===== src/sv/assert_macros.svh =====
// Assertion macros for the backprojection RTL.
`ifndef ASSERT_MACROS_SVH
`define ASSERT_MACROS_SVH

// Same-cycle implication, checked out of reset.
`define DPB_ASSERT_IMP(label, ante, cons) \
  label: assert property (@(posedge clk) disable iff (!rst_n) (ante) |-> (cons)) \
    else $error("dpb assertion failed");

// Next-cycle implication, checked out of reset.
`define DPB_ASSERT_NXT(label, ante, cons) \
  label: assert property (@(posedge clk) disable iff (!rst_n) (ante) |=> (cons)) \
    else $error("dpb assertion failed");

`endif


===== src/sv/dpb_pkg.sv =====
// Types, widths and register codes for the depth pixel backprojection core.
`default_nettype none

package dpb_pkg;

  localparam int INDEX_BITS  = 12;
  localparam int FRAC_BITS   = 16;
  localparam int DEPTH_BITS  = 16;
  localparam int COLOR_BITS  = 8;
  localparam int GAIN_BITS   = 24;
  localparam int RECIP_BITS  = 24;
  localparam int CENTER_BITS = INDEX_BITS + 1;
  localparam int Z_BITS      = FRAC_BITS + 8;
  localparam int XY_BITS     = FRAC_BITS + 9;

  localparam int GAIN_SHIFT  = 16;
  localparam int RECIP_SHIFT = 25;
  localparam int RECIP_SPLIT = 12;

  localparam int ZPROD_BITS  = DEPTH_BITS + GAIN_BITS;
  localparam int ZSUM_BITS   = ZPROD_BITS + 1;
  localparam int MAG_BITS    = CENTER_BITS + Z_BITS;
  localparam int PHI_BITS    = MAG_BITS + RECIP_BITS - RECIP_SPLIT;
  localparam int PLO_BITS    = MAG_BITS + RECIP_SPLIT + 1;

  localparam int NUM_STAGES  = 5;

  localparam int IN_DATA_BITS  = 2 * INDEX_BITS + DEPTH_BITS + 3 * COLOR_BITS;
  localparam int IN_TDATA_BITS = ((IN_DATA_BITS + 7) / 8) * 8;
  localparam int OUT_DATA_BITS = 2 * XY_BITS + Z_BITS + 3 * COLOR_BITS;
  localparam int OUT_TDATA_BITS = ((OUT_DATA_BITS + 7) / 8) * 8;
  localparam int OUT_PAD_BITS  = OUT_TDATA_BITS - OUT_DATA_BITS;

  localparam int CFG_INDEX_BITS = 3;
  localparam int CFG_DATA_BITS  = 24;

  localparam longint unsigned Z_ROUND  = 64'd1 << (GAIN_SHIFT - 1);
  localparam longint unsigned XY_ROUND = 64'd1 << (RECIP_SHIFT - 1);
  localparam longint unsigned XY_HALF  = 64'd1 << (XY_BITS - 1);

  typedef logic [INDEX_BITS-1:0]   index_t;
  typedef logic [DEPTH_BITS-1:0]   depth_t;
  typedef logic [COLOR_BITS-1:0]   color_t;
  typedef logic [GAIN_BITS-1:0]    gain_t;
  typedef logic [RECIP_BITS-1:0]   recip_t;
  typedef logic [CENTER_BITS-1:0]  center_t;
  typedef logic [ZPROD_BITS-1:0]   zprod_t;
  typedef logic [ZSUM_BITS-1:0]    zsum_t;
  typedef logic [Z_BITS-1:0]       z_t;
  typedef logic [CENTER_BITS-1:0]  dmag_t;
  typedef logic [MAG_BITS-1:0]     mag_t;
  typedef logic [PHI_BITS-1:0]     phi_t;
  typedef logic [PLO_BITS-1:0]     plo_t;
  typedef logic [RECIP_SPLIT-1:0]  rpart_t;
  typedef logic signed [XY_BITS-1:0] coord_t;
  typedef logic [OUT_PAD_BITS-1:0] out_pad_t;

  typedef enum logic [CFG_INDEX_BITS-1:0] {
    REG_DEPTH_GAIN  = 3'd0,
    REG_CENTER_COL  = 3'd1,
    REG_CENTER_ROW  = 3'd2,
    REG_INV_FOCAL_X = 3'd3,
    REG_INV_FOCAL_Y = 3'd4
  } cfg_reg_t;

  typedef struct packed {
    gain_t   depth_gain;
    center_t center_col;
    center_t center_row;
    recip_t  inv_focal_x;
    recip_t  inv_focal_y;
  } cfg_t;

  typedef struct packed {
    logic s1;
    logic s2;
    logic s3;
    logic s4;
    logic s5;
  } pipe_en_t;

  typedef struct packed {
    color_t red;
    color_t green;
    color_t blue;
  } pix_color_t;

endpackage

`default_nettype wire


===== src/sv/dpb_cfg_regs.sv =====
// Configuration register file: index decode and reset values.
`default_nettype none

module dpb_cfg_regs (
  input  wire logic                              clk,
  input  wire logic                              rst_n,
  input  wire logic                              cfg_valid,
  input  wire logic [dpb_pkg::CFG_INDEX_BITS-1:0] cfg_index,
  input  wire logic [dpb_pkg::CFG_DATA_BITS-1:0]  cfg_data,
  output dpb_pkg::cfg_t                          cfg
);

  dpb_pkg::cfg_t cfg_r;
  dpb_pkg::cfg_t cfg_nxt;

  always_comb begin
    cfg_nxt = cfg_r;
    if (cfg_valid) begin
      unique case (dpb_pkg::cfg_reg_t'(cfg_index))
        dpb_pkg::REG_DEPTH_GAIN:  cfg_nxt.depth_gain  = dpb_pkg::gain_t'(cfg_data);
        dpb_pkg::REG_CENTER_COL:  cfg_nxt.center_col  = dpb_pkg::center_t'(cfg_data);
        dpb_pkg::REG_CENTER_ROW:  cfg_nxt.center_row  = dpb_pkg::center_t'(cfg_data);
        dpb_pkg::REG_INV_FOCAL_X: cfg_nxt.inv_focal_x = dpb_pkg::recip_t'(cfg_data);
        dpb_pkg::REG_INV_FOCAL_Y: cfg_nxt.inv_focal_y = dpb_pkg::recip_t'(cfg_data);
        default: cfg_nxt = cfg_r;
      endcase
    end
  end

  always_ff @(posedge clk) begin
    if (!rst_n) begin
      cfg_r.depth_gain  <= dpb_pkg::gain_t'(4294967);
      cfg_r.center_col  <= dpb_pkg::center_t'(651);
      cfg_r.center_row  <= dpb_pkg::center_t'(507);
      cfg_r.inv_focal_x <= dpb_pkg::recip_t'(32388);
      cfg_r.inv_focal_y <= dpb_pkg::recip_t'(32326);
    end else begin
      cfg_r <= cfg_nxt;
    end
  end

  assign cfg = cfg_r;

endmodule

`default_nettype wire


===== config.mk =====
export PLATFORM = sky130hd
export DESIGN_NAME = dpb_cfg_regs
export DESIGN_NICKNAME = d
export VERILOG_FILES = /design/src/sv/assert_macros.svh /design/src/sv/dpb_pkg.sv /design/src/sv/dpb_cfg_regs.sv
export SDC_FILE = /design/constraint.sdc
export NUM_CORES = 1
export LEC_CHECK = 0
export ABC_AREA = 1
export ABC_CLOCK_PERIOD_IN_PS = 3200
export BUFFER_PORTS_ARGS = -buffer_cell sky130_fd_sc_hd__buf_4
export CORE_MARGIN = 2
export CORE_UTILIZATION = 35
export DETAILED_ROUTE_END_ITERATION = 7
export PLACE_DENSITY = 0.57
export SETUP_SLACK_MARGIN = 0.5
export SYNTH_ARGS = -nofsm -noshare
export SYNTH_HDL_FRONTEND = slang
export SYNTH_SLANG_ARGS = --single-unit
export TNS_END_PERCENT = 5

===== constraint.sdc =====
create_clock -name clk -period 3.2 [get_ports clk]
set_input_delay 0.64 -clock clk [delete_from_list [all_inputs] [get_ports clk]]
set_output_delay 0.64 -clock clk [all_outputs]
set_load 0.02 [all_outputs]

==> results.toml <==
[sta]
fin_setup_tns_ns = 0
rsz0062_at_grt = "no"
fmax_ghz = 0.551
slew_headroom_pct = 35.7
post-route-period-util_pct = 56.8
hold_viol = 0
worst_pin_slew_ns = 0.965
timing.final.ws_setup_ns = 1.38
finalSetupViolations = 0
fin_crit_ns = 1.82
worst_clock_skew_ns = 0
maxSlewViolCount = 0

[power]
peakVddDrop_mv = 0.237
p_total_uw = 2440
power_density_nw_per_um2 = 490
leakage_uw = 0.00244

[critical_path]
critPathKind = "in2reg"
path_cells = "buf_4 > nor2_4 > nand2_1 > nand2_1 > nand3_1"
critPathCaptureType = "flop"
arrival_ns = 2.03
max_stage_delay_ns = 0.61
start_kind = "input pin"
slowest_stage = "nor2_4"
crit_required_ns = 3.41
cp_common_cell = "nand2_1"
reg2regPathDepth = 2
worstPathMaxFanout = 36

[floorplanning]
num_rows = 37
dieWidth_microns = 108
ios = 128
start_util_pct = 36.2
die_h_microns = 108
die-area_sq_um = 11600
core_region_area_sq_um = 10400

[detailed_routing]
ant_nets = 0
wl_per_cell_microns = 14.2
drc = 0
detail_route.iter0.violations = 111
routed_via_density = 4.68
wl_microns = 11100
dr_total_vias = 3669
first_pass_iters = 4

[placement]
dpl.hpwl_microns = 8050
io_buffers = 127
gp_congestion = 0.823
dpl_cell_area_sq_um = 4780
dpl_worst_slack_ns = 0.965

[global_route]
grt_max_degree = 99
grt_pass1_vias = 3615
grt_pass1_wl_microns = 17900
grt.overflow.total = 0
grt.total_usage_pct = 19.8
grt_antenna_before_repair = 0

[layout]
nNetsFinal = 673
register_area_sq_um = 1960
fill_cells = 1108
final_area_sq_um = 4990
multiInputGateArea_sq_um = 1550
syn_to_final_growth_pct = 32.9
antenna_cells = 0
largest_reg_flops = 98
drive_gt1_share_pct = 24.1
fin_util_pct = 48.1

[clock_tree]
ctsResizeCount = 0
ctsHoldBuffers = 0
post-cts-setup-buffer-count = 0
path_clk_slew_ns = 0.10
cts_tree = "done"
htree_levels = 3
cts_max_path_buffers = 2
root_buffer = "clkbuf_8"
clock_latency_ns = 0.35
clock_sinks = 98
cts_buffers = 9

[synth]
ys_types = 14
yosysSeqAreaShare_pct = 52.3
yosysWarnings = 0
synth_area_sq_um = 3750
syn-num-nets = 559
syn_avg_cell_area_sq_um = 7.09
ys_seq_elements = 98
syn_inst = 529

[hold_path]
min_path_cells = 2
hold_path.class = "reg2reg"

[flow_run]
cap_violations = 0

[run_status]
status = "finished, final reports clean"
-- cells in the final DEF, fill, tap and decap left out, drive strengths merged --
cell type	netlist	routed
buf	23	132
nand3	98	98
clkbuf	6	11
bufinv	0	1
nor2	125	125
clkinv	2	3
nand2	149	149
dfxtp	98	98
inv	28	29
clkinvlp	0	2
-- path summary, 6_finish.rpt --
kind / end / start / slack, ns
max reg2reg: cfg[32] / cfg[32] / 2.57
min: cfg[36] / cfg[36] / 0.47
min reg2reg: cfg[36] / cfg[36] / 0.47
max: cfg[79] / cfg_index[2] / 1.38
-- synth_stat cells --
library cell | count | area [sq um]
nor2_1 | 121 | 454
dfxtp_1 | 98 | 1960
buf_2 | 19 | 95.1
nand2_2 | 1 | 6.26
nor2_2 | 3 | 18.8
clkinv_1 | 2 | 7.51
buf_1 | 2 | 7.51
clkbuf_1 | 6 | 22.5
nor2_4 | 1 | 11.3
buf_4 | 2 | 15.0
inv_1 | 26 | 97.6
inv_2 | 2 | 7.51
nand2_1 | 148 | 556
nand3_1 | 98 | 490
-- where the power goes --
part           leakage [uW]  switching, uW  internal, uW
clock             0.0000962            438           388
sequential         0.000798           25.7          1260
combinational       0.00154            204           124
total               0.00244            667          1770
-- through the flow --
step	hold WS [ns]	std cells
floorplan	0.546	529
global placement	0.444	768
detailed placement	0.448	768
CTS	0.474	784
global route	0.486	784
finish	0.474	784
-- worst max-delay path, delay by kind of cell --
family	cells	cell delay, ns
and+or+nand+nor	4	1.25
buffers and inverters	1	0.13
-- routing by layer --
metal	GRT usage, %	vias up	part of all wire (%)
li1	-	1870	-
met1	25.1	1681	44
met2	33.1	103	48
met3	4.36	15	6.6
met4	6.96	0	1.7
met5	0	-	0
-- final cells by class --
| type | count | share of cell area (%) |
|---|---|---|
| Tap cell | 136 | 3.41 |
| Multi-Input combinational cell | 372 | 31.0 |
| Clock buffer | 11 | 2.84 |
| Timing Repair Buffer | 132 | 19.9 |
| Clock inverter | 5 | 1.25 |
| Sequential cell | 98 | 39.3 |
| Inverter | 30 | 2.26 |
-- kinds of logic (layout without fill, tap and decap cells) --
kind of cell / count (synthesis) / in the layout / synth area share (%)
and+or+nand+nor: 372 / 372 / 41.0
buffers and inverters: 59 / 178 / 6.74
DFF: 98 / 98 / 52.3
No activity file was read; power rests on OpenSTA's default activity.
