[config.mk]
export PLATFORM = sky130hd
export DESIGN_NAME = dpb_depth_path
export DESIGN_NICKNAME = d
export VERILOG_FILES = /design/src/sv/assert_macros.svh /design/src/sv/dpb_pkg.sv /design/src/sv/dpb_depth_path.sv
export SDC_FILE = /design/constraint.sdc
export NUM_CORES = 1
export LEC_CHECK = 0
export BUFFER_PORTS_ARGS = -buffer_cell sky130_fd_sc_hd__buf_2
export CAP_MARGIN = 25
export CORE_MARGIN = 2
export CORE_UTILIZATION = 64
export DETAILED_ROUTE_END_ITERATION = 8
export PLACE_DENSITY = 0.89
export SLEW_MARGIN = 25
export SYNTH_ARGS = -nofsm -noshare
export SYNTH_HDL_FRONTEND = slang
export SYNTH_SLANG_ARGS = --single-unit
[constraint.sdc]
create_clock -name clk -period 10 [get_ports clk]
set_clock_uncertainty 0.1 [all_clocks]
set_input_delay 3 -clock clk [delete_from_list [all_inputs] [get_ports clk]]
set_output_delay 3 -clock clk [all_outputs]
set_load 0.02 [all_outputs]
[src/sv/assert_macros.svh]
// Assertion macros for the backprojection RTL.
`ifndef ASSERT_MACROS_SVH
`define ASSERT_MACROS_SVH

// Same-cycle implication, checked out of reset.
`define DPB_ASSERT_IMP(label, ante, cons) \
  label: assert property (@(posedge clk) disable iff (!rst_n) (ante) |-> (cons)) \
    else $error("dpb assertion failed");

// Next-cycle implication, checked out of reset.
`define DPB_ASSERT_NXT(label, ante, cons) \
  label: assert property (@(posedge clk) disable iff (!rst_n) (ante) |=> (cons)) \
    else $error("dpb assertion failed");

`endif

[src/sv/dpb_pkg.sv]
// Types, widths and register codes for the depth pixel backprojection core.
`default_nettype none

package dpb_pkg;

  localparam int INDEX_BITS  = 12;
  localparam int FRAC_BITS   = 16;
  localparam int DEPTH_BITS  = 16;
  localparam int COLOR_BITS  = 8;
  localparam int GAIN_BITS   = 24;
  localparam int RECIP_BITS  = 24;
  localparam int CENTER_BITS = INDEX_BITS + 1;
  localparam int Z_BITS      = FRAC_BITS + 8;
  localparam int XY_BITS     = FRAC_BITS + 9;

  localparam int GAIN_SHIFT  = 16;
  localparam int RECIP_SHIFT = 25;
  localparam int RECIP_SPLIT = 12;

  localparam int ZPROD_BITS  = DEPTH_BITS + GAIN_BITS;
  localparam int ZSUM_BITS   = ZPROD_BITS + 1;
  localparam int MAG_BITS    = CENTER_BITS + Z_BITS;
  localparam int PHI_BITS    = MAG_BITS + RECIP_BITS - RECIP_SPLIT;
  localparam int PLO_BITS    = MAG_BITS + RECIP_SPLIT + 1;

  localparam int NUM_STAGES  = 5;

  localparam int IN_DATA_BITS  = 2 * INDEX_BITS + DEPTH_BITS + 3 * COLOR_BITS;
  localparam int IN_TDATA_BITS = ((IN_DATA_BITS + 7) / 8) * 8;
  localparam int OUT_DATA_BITS = 2 * XY_BITS + Z_BITS + 3 * COLOR_BITS;
  localparam int OUT_TDATA_BITS = ((OUT_DATA_BITS + 7) / 8) * 8;
  localparam int OUT_PAD_BITS  = OUT_TDATA_BITS - OUT_DATA_BITS;

  localparam int CFG_INDEX_BITS = 3;
  localparam int CFG_DATA_BITS  = 24;

  localparam longint unsigned Z_ROUND  = 64'd1 << (GAIN_SHIFT - 1);
  localparam longint unsigned XY_ROUND = 64'd1 << (RECIP_SHIFT - 1);
  localparam longint unsigned XY_HALF  = 64'd1 << (XY_BITS - 1);

  typedef logic [INDEX_BITS-1:0]   index_t;
  typedef logic [DEPTH_BITS-1:0]   depth_t;
  typedef logic [COLOR_BITS-1:0]   color_t;
  typedef logic [GAIN_BITS-1:0]    gain_t;
  typedef logic [RECIP_BITS-1:0]   recip_t;
  typedef logic [CENTER_BITS-1:0]  center_t;
  typedef logic [ZPROD_BITS-1:0]   zprod_t;
  typedef logic [ZSUM_BITS-1:0]    zsum_t;
  typedef logic [Z_BITS-1:0]       z_t;
  typedef logic [CENTER_BITS-1:0]  dmag_t;
  typedef logic [MAG_BITS-1:0]     mag_t;
  typedef logic [PHI_BITS-1:0]     phi_t;
  typedef logic [PLO_BITS-1:0]     plo_t;
  typedef logic [RECIP_SPLIT-1:0]  rpart_t;
  typedef logic signed [XY_BITS-1:0] coord_t;
  typedef logic [OUT_PAD_BITS-1:0] out_pad_t;

  typedef enum logic [CFG_INDEX_BITS-1:0] {
    REG_DEPTH_GAIN  = 3'd0,
    REG_CENTER_COL  = 3'd1,
    REG_CENTER_ROW  = 3'd2,
    REG_INV_FOCAL_X = 3'd3,
    REG_INV_FOCAL_Y = 3'd4
  } cfg_reg_t;

  typedef struct packed {
    gain_t   depth_gain;
    center_t center_col;
    center_t center_row;
    recip_t  inv_focal_x;
    recip_t  inv_focal_y;
  } cfg_t;

  typedef struct packed {
    logic s1;
    logic s2;
    logic s3;
    logic s4;
    logic s5;
  } pipe_en_t;

  typedef struct packed {
    color_t red;
    color_t green;
    color_t blue;
  } pix_color_t;

endpackage

`default_nettype wire

[src/sv/dpb_depth_path.sv]
// Depth path: gain multiply, rounding and saturation of z, z delay to the output.
`default_nettype none

module dpb_depth_path (
  input  wire logic                clk,
  input  wire dpb_pkg::pipe_en_t   en,
  input  wire dpb_pkg::depth_t     depth,
  input  wire dpb_pkg::gain_t      gain,
  output dpb_pkg::z_t              z_s2,
  output dpb_pkg::z_t              z_s5
);

  dpb_pkg::zprod_t zprod_r;
  dpb_pkg::z_t     z2_r, z3_r, z4_r, z5_r;
  dpb_pkg::zsum_t  zsum;
  dpb_pkg::zsum_t  zfull;
  dpb_pkg::z_t     z2_nxt;

  always_comb begin
    zsum  = dpb_pkg::zsum_t'(zprod_r) + dpb_pkg::zsum_t'(dpb_pkg::Z_ROUND);
    zfull = zsum >> dpb_pkg::GAIN_SHIFT;
    if (zfull > dpb_pkg::zsum_t'({dpb_pkg::Z_BITS{1'b1}})) begin
      z2_nxt = '1;
    end else begin
      z2_nxt = dpb_pkg::z_t'(zfull);
    end
  end

  always_ff @(posedge clk) begin
    if (en.s1) zprod_r <= dpb_pkg::zprod_t'(depth) * dpb_pkg::zprod_t'(gain);
    if (en.s2) z2_r <= z2_nxt;
    if (en.s3) z3_r <= z2_r;
    if (en.s4) z4_r <= z3_r;
    if (en.s5) z5_r <= z4_r;
  end

  assign z_s2 = z2_r;
  assign z_s5 = z5_r;

endmodule

`default_nettype wire

==> reports/results.txt <==
Status - complete, no violations
R2R setup slack - 7.44 ns
Final #Nets - 2082
Reg area - 3630 um2
Number of port buffers - 93
# resized after CTS - 0
Post-synth top flop - edfxtp_1
Initial antenna violation count - 0
Synth unique cells - 49
H-tree Lvls - 4
Crit path DAT - 9.16 ns
Avg WL per Cell - 18.3 um
Ys async rst share - 0%
Initial Utilization - 65.7%
Hold Vio Cnt, Final - 0
DR DRC count - 0
Hold slack - 0.311 ns
Initial drt markers - 930
CP Cell Sequence - buf_2 > and2_1 > fa_1 > fa_1 > fa_1 > fa_1 > fa_1 > inv_1 > fa_1 > inv_1 > ha_1 > a21o_1 > a21o_1 > a211oi_1 > o21ai_1 > nand2_2 > o311ai_4 > a221oi_4 > o21ai_1 > xnor2_1
Cell taking the most area after synthesis - fa_1
Die area - 26400 um2
Vert. Die Dim - 162 um
Area Overhead vs Synth - 7.69%
Yosys warns - 0
Netlist Area Pre-Place - 16100 um2
Hold Path Cell Cnt - 0
Final Wtd Congestion - 0.889
Critical path type - in -> reg
Syn_area_per_cell - 10.2 um2
Maxcap violations - 0
Syn Inst Count - 1568
Crit-path slowest cell - fa_1
Slew margin rel. - 61.2%
Post-synthesis sequential area ratio - 22.6%
Vias - 11200
Setup Fix Bufs, Post-CTS - 0
Placed Instances - 1926
CTS Hold Bufs - 0
Worst reg2reg startpoint - zprod_r[17]$_DFFE_PP_
Number of synthesized flops with an enable pin - 121
Worst-Margin Slew - 0.582 ns
Hold path start - z3_r[20]$_DFFE_PP_
Core area - 24500 um2
Crit path max-delay family - adder cells
Worst path most repeated cell - fa_1
CTS Sinks - 121
Yosys reg bits - 121
Longest Clk Path Bufs - 2
Worst-Skew Late Latency - 0.41 ns
Worst EP required - 10.06 ns
Multi-input logic area - 10900 um2
Top post-synthesis cells by area - fa_1, edfxtp_1, ha_1, inv_1, nand2_1
Crit path launch - depth[14]
Min-Delay Endpoint - z4_r[20]$_DFFE_PP_
Die width - 162 um
Fraction of layout cells with a size suffix above 1 - 8.09%
Grt ovf - 0
Clock transition at path regs - 0.05 ns
CP startpoint kind - input port
CP Capture Type - flop
R2R depth - 7
Post-route setup TNS - 0 ns
Commonest cells after routing, fill and taps aside - inv_1, fa_1, nand2_1
Max-slew violations - 0
Share of the synthesized area in the top cell type - 38.0%
Hold WC Path Type - reg -> reg
Most common cell after layout, fill and taps aside - inv_1
Post-DRT Antenna Nets - 0
Final core occ - 70.7%
Minimum clock period - 9.10 ns
Largest net degree at the start of global routing - 26
All-Layer GR Usage - 29.0%
Post-route insts no fill - 1956
CTS tree - built
Reg-to-reg critical path endpoint - z_s2[7]$_SDFFCE_PN1P_
Drt via density - 5.75
Tcrit/Tclk final - 91.0%
CTS root buffer - clkbuf_16
HPWL after detailed placement - 27500 um
Num ports - 94
Fill count - 1637
Routed WL - 35800 um
RSZ-0062 raised after global routing - no
TritonCTS buffer count - 17
Row count - 57
Vias in the first global route - 12300
Antenna cells - 0
Worst path buffer plus inverter count - 3
Crit path largest cell delay - 0.58 ns
Synthesized net count - 2029
Setup violations, final - 0
Drt first pass iters - 7
First-pass GRT wire length - 59200 um
Max Clock Freq - 0.110 GHz
Worst Path Max Fanout - 24
## layer usage
layer	share of wire, %	track usage [%]	vias up
met5	0	0	-
met4	6.2	16.9	0
met3	7.3	5.47	187
met2	53	50.5	596
met1	34	33.6	5617
li1	-	-	4839
## cells by family after synthesis
group / after synthesis / synth area share (%)
and+or+nand+nor: 493 / 14.6
DFF: 121 / 22.6
adders and majority gates: 415 / 46.6
AOI/OAI and AO/OA: 88 / 4.31
xor gates and xnor gates: 43 / 2.34
buffers and inverters: 408 / 9.55
## synthesized netlist by cell type (2+ instances only)
cell       count
or3_1          2
nand4_1       11
and3_1         9
nand2_1      270
a21oi_1       26
a2111oi_4      2
nor2_1        15
nor2b_1        2
nand2b_1       2
buf_2          2
nand3_1       17
fa_1         305
o21ai_1        9
a31oi_1        3
o21bai_1       4
inv_1        349
xnor2_1       21
o21ai_2        2
xor2_1        22
and2_1       155
a21o_1        11
and4_1         2
o21a_1         9
edfxtp_1     121
clkbuf_1      57
ha_1         110
o21ai_0        5
nor3_1         4
## per-stage QoR
| stage | area (um2) | setup WS (ns) |
|---|---|---|
| finish | 17300 | 0.902 |
| global route | 17300 | 0.678 |
| CTS | 17300 | 0.978 |
| detailed placement | 16700 | 0.576 |
| global placement | 16700 | 0.753 |
| floorplan | 16100 | 1.11 |
## worst max-delay path by stage
stage / end / cells past startpoint
global placement: zprod_r[33]$_DFFE_PP_ / 23
floorplan: zprod_r[33]$_DFFE_PP_ / 23
finish: zprod_r[39]$_DFFE_PP_ / 20
detailed placement: zprod_r[33]$_DFFE_PP_ / 23
CTS: zprod_r[33]$_DFFE_PP_ / 23
global route: zprod_r[37]$_DFFE_PP_ / 23
## layout make-up
type | instances | area share, %
Clock inverter | 10 | 0.882
Sequential cell | 121 | 21.0
Timing Repair Buffer | 93 | 2.69
Multi-Input combinational cell | 1039 | 63.0
Inverter | 349 | 7.57
Clock buffer | 20 | 2.52
Tap cell | 324 | 2.34
## sequential cells by signal, indices dropped and copies added, names as in the netlist
signal   count
zprod_r     25
z4_r        24
z3_r        24
z_s5        24
z_s2        24
Power is not shown: default switching activity piles up to over one toggle a cycle in this logic, so the estimate is an artifact.
