File: src/sv/assert_macros.svh
// Assertion macros for the backprojection RTL.
`ifndef ASSERT_MACROS_SVH
`define ASSERT_MACROS_SVH

// Same-cycle implication, checked out of reset.
`define DPB_ASSERT_IMP(label, ante, cons) \
  label: assert property (@(posedge clk) disable iff (!rst_n) (ante) |-> (cons)) \
    else $error("dpb assertion failed");

// Next-cycle implication, checked out of reset.
`define DPB_ASSERT_NXT(label, ante, cons) \
  label: assert property (@(posedge clk) disable iff (!rst_n) (ante) |=> (cons)) \
    else $error("dpb assertion failed");

`endif

File: src/sv/dpb_pkg.sv
// Types, widths and register codes for the depth pixel backprojection core.
`default_nettype none

package dpb_pkg;

  localparam int INDEX_BITS  = 12;
  localparam int FRAC_BITS   = 16;
  localparam int DEPTH_BITS  = 16;
  localparam int COLOR_BITS  = 8;
  localparam int GAIN_BITS   = 24;
  localparam int RECIP_BITS  = 24;
  localparam int CENTER_BITS = INDEX_BITS + 1;
  localparam int Z_BITS      = FRAC_BITS + 8;
  localparam int XY_BITS     = FRAC_BITS + 9;

  localparam int GAIN_SHIFT  = 16;
  localparam int RECIP_SHIFT = 25;
  localparam int RECIP_SPLIT = 12;

  localparam int ZPROD_BITS  = DEPTH_BITS + GAIN_BITS;
  localparam int ZSUM_BITS   = ZPROD_BITS + 1;
  localparam int MAG_BITS    = CENTER_BITS + Z_BITS;
  localparam int PHI_BITS    = MAG_BITS + RECIP_BITS - RECIP_SPLIT;
  localparam int PLO_BITS    = MAG_BITS + RECIP_SPLIT + 1;

  localparam int NUM_STAGES  = 5;

  localparam int IN_DATA_BITS  = 2 * INDEX_BITS + DEPTH_BITS + 3 * COLOR_BITS;
  localparam int IN_TDATA_BITS = ((IN_DATA_BITS + 7) / 8) * 8;
  localparam int OUT_DATA_BITS = 2 * XY_BITS + Z_BITS + 3 * COLOR_BITS;
  localparam int OUT_TDATA_BITS = ((OUT_DATA_BITS + 7) / 8) * 8;
  localparam int OUT_PAD_BITS  = OUT_TDATA_BITS - OUT_DATA_BITS;

  localparam int CFG_INDEX_BITS = 3;
  localparam int CFG_DATA_BITS  = 24;

  localparam longint unsigned Z_ROUND  = 64'd1 << (GAIN_SHIFT - 1);
  localparam longint unsigned XY_ROUND = 64'd1 << (RECIP_SHIFT - 1);
  localparam longint unsigned XY_HALF  = 64'd1 << (XY_BITS - 1);

  typedef logic [INDEX_BITS-1:0]   index_t;
  typedef logic [DEPTH_BITS-1:0]   depth_t;
  typedef logic [COLOR_BITS-1:0]   color_t;
  typedef logic [GAIN_BITS-1:0]    gain_t;
  typedef logic [RECIP_BITS-1:0]   recip_t;
  typedef logic [CENTER_BITS-1:0]  center_t;
  typedef logic [ZPROD_BITS-1:0]   zprod_t;
  typedef logic [ZSUM_BITS-1:0]    zsum_t;
  typedef logic [Z_BITS-1:0]       z_t;
  typedef logic [CENTER_BITS-1:0]  dmag_t;
  typedef logic [MAG_BITS-1:0]     mag_t;
  typedef logic [PHI_BITS-1:0]     phi_t;
  typedef logic [PLO_BITS-1:0]     plo_t;
  typedef logic [RECIP_SPLIT-1:0]  rpart_t;
  typedef logic signed [XY_BITS-1:0] coord_t;
  typedef logic [OUT_PAD_BITS-1:0] out_pad_t;

  typedef enum logic [CFG_INDEX_BITS-1:0] {
    REG_DEPTH_GAIN  = 3'd0,
    REG_CENTER_COL  = 3'd1,
    REG_CENTER_ROW  = 3'd2,
    REG_INV_FOCAL_X = 3'd3,
    REG_INV_FOCAL_Y = 3'd4
  } cfg_reg_t;

  typedef struct packed {
    gain_t   depth_gain;
    center_t center_col;
    center_t center_row;
    recip_t  inv_focal_x;
    recip_t  inv_focal_y;
  } cfg_t;

  typedef struct packed {
    logic s1;
    logic s2;
    logic s3;
    logic s4;
    logic s5;
  } pipe_en_t;

  typedef struct packed {
    color_t red;
    color_t green;
    color_t blue;
  } pix_color_t;

endpackage

`default_nettype wire

File: src/sv/dpb_proj_lane.sv
// One projection lane: offset from center, times z, times reciprocal, round and clamp.
`default_nettype none

module dpb_proj_lane (
  input  wire logic               clk,
  input  wire dpb_pkg::pipe_en_t  en,
  input  wire dpb_pkg::index_t    index,
  input  wire dpb_pkg::center_t   center,
  input  wire dpb_pkg::recip_t    recip,
  input  wire dpb_pkg::z_t        z_s2,
  output dpb_pkg::coord_t         coord
);

  dpb_pkg::dmag_t  dmag1_r, dmag2_r;
  logic            neg1_r, neg2_r, neg3_r, neg4_r;
  dpb_pkg::mag_t   mag3_r;
  dpb_pkg::phi_t   phi4_r;
  dpb_pkg::plo_t   plo4_r;
  dpb_pkg::coord_t coord5_r;

  dpb_pkg::center_t twice;
  logic             neg1_nxt;
  dpb_pkg::dmag_t   dmag1_nxt;
  dpb_pkg::rpart_t  recip_hi;
  dpb_pkg::rpart_t  recip_lo;
  dpb_pkg::plo_t    sum;
  dpb_pkg::mag_t    mag_out;
  dpb_pkg::mag_t    mag_sat;
  dpb_pkg::mag_t    mag_neg;
  dpb_pkg::coord_t  coord5_nxt;

  always_comb begin
    twice     = {index, 1'b0};
    neg1_nxt  = twice < center;
    dmag1_nxt = neg1_nxt ? (center - twice) : (twice - center);
  end

  assign recip_hi = recip[dpb_pkg::RECIP_BITS-1 -: dpb_pkg::RECIP_SPLIT];
  assign recip_lo = recip[dpb_pkg::RECIP_SPLIT-1:0];

  always_comb begin
    sum     = dpb_pkg::plo_t'(phi4_r) + (plo4_r >> dpb_pkg::RECIP_SPLIT);
    mag_out = dpb_pkg::mag_t'(sum >> (dpb_pkg::RECIP_SHIFT - dpb_pkg::RECIP_SPLIT));
    if (neg4_r) begin
      mag_sat = (mag_out > dpb_pkg::mag_t'(dpb_pkg::XY_HALF)) ?
                dpb_pkg::mag_t'(dpb_pkg::XY_HALF) : mag_out;
      mag_neg    = dpb_pkg::mag_t'(0) - mag_sat;
      coord5_nxt = dpb_pkg::coord_t'(mag_neg);
    end else begin
      mag_sat = (mag_out > dpb_pkg::mag_t'(dpb_pkg::XY_HALF - 1)) ?
                dpb_pkg::mag_t'(dpb_pkg::XY_HALF - 1) : mag_out;
      mag_neg    = '0;
      coord5_nxt = dpb_pkg::coord_t'(mag_sat);
    end
  end

  always_ff @(posedge clk) begin
    if (en.s1) begin
      dmag1_r <= dmag1_nxt;
      neg1_r  <= neg1_nxt;
    end
    if (en.s2) begin
      dmag2_r <= dmag1_r;
      neg2_r  <= neg1_r;
    end
    if (en.s3) begin
      mag3_r <= dpb_pkg::mag_t'(dmag2_r) * dpb_pkg::mag_t'(z_s2);
      neg3_r <= neg2_r;
    end
    if (en.s4) begin
      phi4_r <= dpb_pkg::phi_t'(mag3_r) * dpb_pkg::phi_t'(recip_hi);
      plo4_r <= dpb_pkg::plo_t'(mag3_r) * dpb_pkg::plo_t'(recip_lo)
                + dpb_pkg::plo_t'(dpb_pkg::XY_ROUND);
      neg4_r <= neg3_r;
    end
    if (en.s5) coord5_r <= coord5_nxt;
  end

  assign coord = coord5_r;

endmodule

`default_nettype wire
File: config.mk
export PLATFORM = sky130hd
export DESIGN_NAME = dpb_proj_lane
export DESIGN_NICKNAME = d
export VERILOG_FILES = /design/src/sv/assert_macros.svh /design/src/sv/dpb_pkg.sv /design/src/sv/dpb_proj_lane.sv
export SDC_FILE = /design/constraint.sdc
export NUM_CORES = 2
export LEC_CHECK = 0
export BUFFER_PORTS_ARGS = -buffer_cell sky130_fd_sc_hd__buf_2
export CORE_MARGIN = 5
export CORE_UTILIZATION = 45
export CTS_CLUSTER_DIAMETER = 80
export DETAILED_ROUTE_END_ITERATION = 16
export PLACE_DENSITY = 0.57
export RECOVER_POWER = 100
export SLEW_MARGIN = 20
export SYNTH_ARGS = -nofsm -noshare
export SYNTH_HDL_FRONTEND = slang
export SYNTH_SLANG_ARGS = --single-unit
File: constraint.sdc
create_clock -name clk -period 10.6 [get_ports clk]
set_clock_uncertainty 0.15 [all_clocks]
set_input_delay 2.65 -clock clk [delete_from_list [all_inputs] [get_ports clk]]
set_output_delay 2.65 -clock clk [all_outputs]
set_load 0.02 [all_outputs]
==> impl_metrics.json <==
{
  "final_antenna_net_count": 0,
  "pin_count_of_the_biggest_net_entering_global_routing": 69,
  "synthTopCellsByArea": "sky130_fd_sc_hd__fa_1 41%, sky130_fd_sc_hd__edfxtp_1 12%, sky130_fd_sc_hd__ha_1 9.6%",
  "violations": "capacitance limit, slew limit",
  "clkSlewWorstSetupHoldPaths_ps": 90,
  "worst_setup_path_type": "input pin to flop",
  "vias": 33200,
  "max_stage_delay_ps": 990,
  "first_pass_iters": 5,
  "detail_routed_via_count_per_cell": 5.16,
  "wire_length_of_the_first_global_routing_pass_mm": 190,
  "cts-hold-fix-buffers": 0,
  "critical_path.most_common_cell": "sky130_fd_sc_hd__inv_1",
  "grt_pass1_vias": 35800,
  "yosysUniqueCellTypes": 79,
  "synth_register_bits": 179,
  "ys_dominant_reg_cell": "sky130_fd_sc_hd__edfxtp_1",
  "period_share_pct": 91.3,
  "worstSetupEndpointType": "flop",
  "final_nets": 6424,
  "post_cts.repair.setup_buffers": 0,
  "dp_cells": 6398,
  "syn_area_per_cell_um2": 8.98,
  "timing.final.ws_setup_ps": 920,
  "hold_viol_final": 0,
  "syn_area_um2": 45900,
  "drv_cap": 2,
  "initial_core_util_pct": 45.2,
  "core_area_um2": 102000,
  "die-width_um": 329,
  "worstPathArrival_ps": 9780,
  "setup_total_negative_slack_ps": 0,
  "place_area_um2": 47700,
  "grt_antenna_before_repair": 4,
  "detail_route.drc_violations": 0,
  "crit_required_ps": 10710,
  "tritoncts": "done",
  "clock-sinks": 179,
  "grt_overflow_total": 0,
  "worstMarginPinSlew_ps": 3350,
  "r2r_setup_slack_ps": 2660,
  "critical-path-slowest-cell": "sky130_fd_sc_hd__clkbuf_1",
  "preCtsSetupSlack_ps": 683,
  "clk_path_buf_depth": 2,
  "syn-num-nets": 6488,
  "post-synth-top-count-cell": "sky130_fd_sc_hd__inv_1",
  "min-delay-path-class": "flop to flop",
  "yosys_warnings": 0,
  "fmax_mhz": 103,
  "netlist_top_cells_count": "1,117 x sky130_fd_sc_hd__inv_1, 944 x sky130_fd_sc_hd__fa_1, 924 x sky130_fd_sc_hd__nand2_1",
  "min_period_ps": 9680,
  "max_slew_violation_total_from_the_final_report": 108,
  "post_synth_inst_count": 5114,
  "std_cell_rows": 117,
  "drt_first_iter_violations": 1521,
  "async_reset_ff_share_pct": 0,
  "routed_wl_mm": 115,
  "slew_headroom_pct": -123,
  "gp_congestion": 0.855,
  "synth.top_cell.area_share_pct": 41.2,
  "final_cell_count_no_fill": 6433,
  "type_of_element_launching_the_critical_path": "input pin",
  "synth_seq_area_share_pct": 11.7,
  "rsz0062_at_grt": "false",
  "dp_hpwl_mm": 91.7,
  "status": "complete, but fails checks",
  "area_growth_syn_to_layout_pct": 5.08,
  "floorplan.io_pins": 104,
  "cp_max_fo": 20,
  "insertion_delay_ps": 520,
  "clock-root-buffer": "sky130_fd_sc_hd__clkbuf_16",
  "post_synth_top_area_cell": "sky130_fd_sc_hd__fa_1",
  "buffer_ports.inserted": 103,
  "timing.final.setup_violations": 0,
  "tritoncts.num_buffers": 17,
  "post_cts_resize_count": 0,
  "post-route-cell-area_um2": 48200,
  "die-area_um2": 109000,
  "grtUsageTotal_pct": 22.1,
  "number_of_synthesized_flops_with_an_enable_pin": 179,
  "count_of_h_tree_levels_built_during_cts": 4,
  "detail_route.wl_per_cell_um": 17.9,
  "fraction_of_layout_instances_using_a_drive_strength_above_1_pct": 3.73,
  "die-height_um": 329
}
critical path: cells and delay by family:
| kind | cells | cell delay, ps |
|---|---|---|
| compound gates | 8 | 2400 |
| simple gates | 4 | 650 |
| fa+ha+maj | 6 | 2330 |
| buf+inv | 6 | 1580 |
| xor+xnor | 1 | 140 |
cell usage in the layout, fill, tap and decap left out, types with 41 or more instances in the layout:
cell type	count
sky130_fd_sc_hd__ha_1	351
sky130_fd_sc_hd__o21ai_0	88
sky130_fd_sc_hd__xnor2_1	94
sky130_fd_sc_hd__clkbuf_1	41
sky130_fd_sc_hd__a21oi_1	123
sky130_fd_sc_hd__nand2_1	924
sky130_fd_sc_hd__o21a_1	46
sky130_fd_sc_hd__buf_2	67
sky130_fd_sc_hd__buf_4	71
sky130_fd_sc_hd__edfxtp_1	179
sky130_fd_sc_hd__nor3_1	51
sky130_fd_sc_hd__fa_1	944
sky130_fd_sc_hd__inv_1	1117
sky130_fd_sc_hd__nor2_1	126
sky130_fd_sc_hd__and2_1	361
sky130_fd_sc_hd__a21o_1	67
path summary, 6_finish.rpt:
check	cells after the start	startpoint	end
worst min register to register	0	dmag1_r[7]$_DFFE_PP_	dmag2_r[7]$_DFFE_PP_
worst max-delay path	25	recip[12]	phi4_r[46]$_DFFE_PP_
worst max register to register	22	mag3_r[6]$_DFFE_PP_	phi4_r[46]$_DFFE_PP_
worst min-delay path	0	dmag1_r[7]$_DFFE_PP_	dmag2_r[7]$_DFFE_PP_
through the flow:
stage	hold slack (ps)	utilization (%)
2_1_floorplan	250	-
6_report	263	47.5
4_1_cts	264	47.5
3_3_place_gp	252	47.0
5_1_grt	276	47.5
3_5_place_dp	255	47.0
state kept, by name, summed over array words and instances (netlist names):
register,flops
neg1_r,1
neg2_r,1
mag3_r,37
neg3_r,1
phi4_r,49
coord,25
dmag2_r,13
dmag1_r,13
plo4_r,38
neg4_r,1
kinds of logic (layout without fill, tap and decap cells):
kind of cell | Yosys count | in the layout | synth area share, %
mux | 15 | 15 | 0.332
flops | 179 | 179 | 11.7
other cells | 0 | 2 | 0
simple gates | 1635 | 1635 | 16.5
compound gates | 487 | 487 | 7.06
buf+inv | 1379 | 1328 | 11.3
xor+xnor | 124 | 124 | 2.40
fa+ha+maj | 1295 | 1295 | 50.7
area by class of cell:
| cell class | count | area (um2) |
|---|---|---|
| Antenna cell | 2 | 5.00 |
| Clock buffer | 18 | 429 |
| Clock inverter | 14 | 160 |
| Fill cell | 9919 | 53300 |
| Inverter | 1117 | 4190 |
| Multi-Input combinational cell | 3556 | 35300 |
| Sequential cell | 179 | 5380 |
| Tap cell | 1368 | 1710 |
| Timing Repair Buffer | 179 | 1030 |
metal layers:
layer | vias up | track usage (%) | part of all wire, %
li1 | 15400 | - | -
met1 | 16900 | 28.9 | 43
met2 | 788 | 38.1 | 48
met3 | 172 | 3.27 | 5.1
met4 | 0 | 7.17 | 3.3
met5 | - | 0 | 0
Power is left out: the tool's default activity adds up to more than one toggle a clock period on the data nets, which glitch-free logic cannot reach.
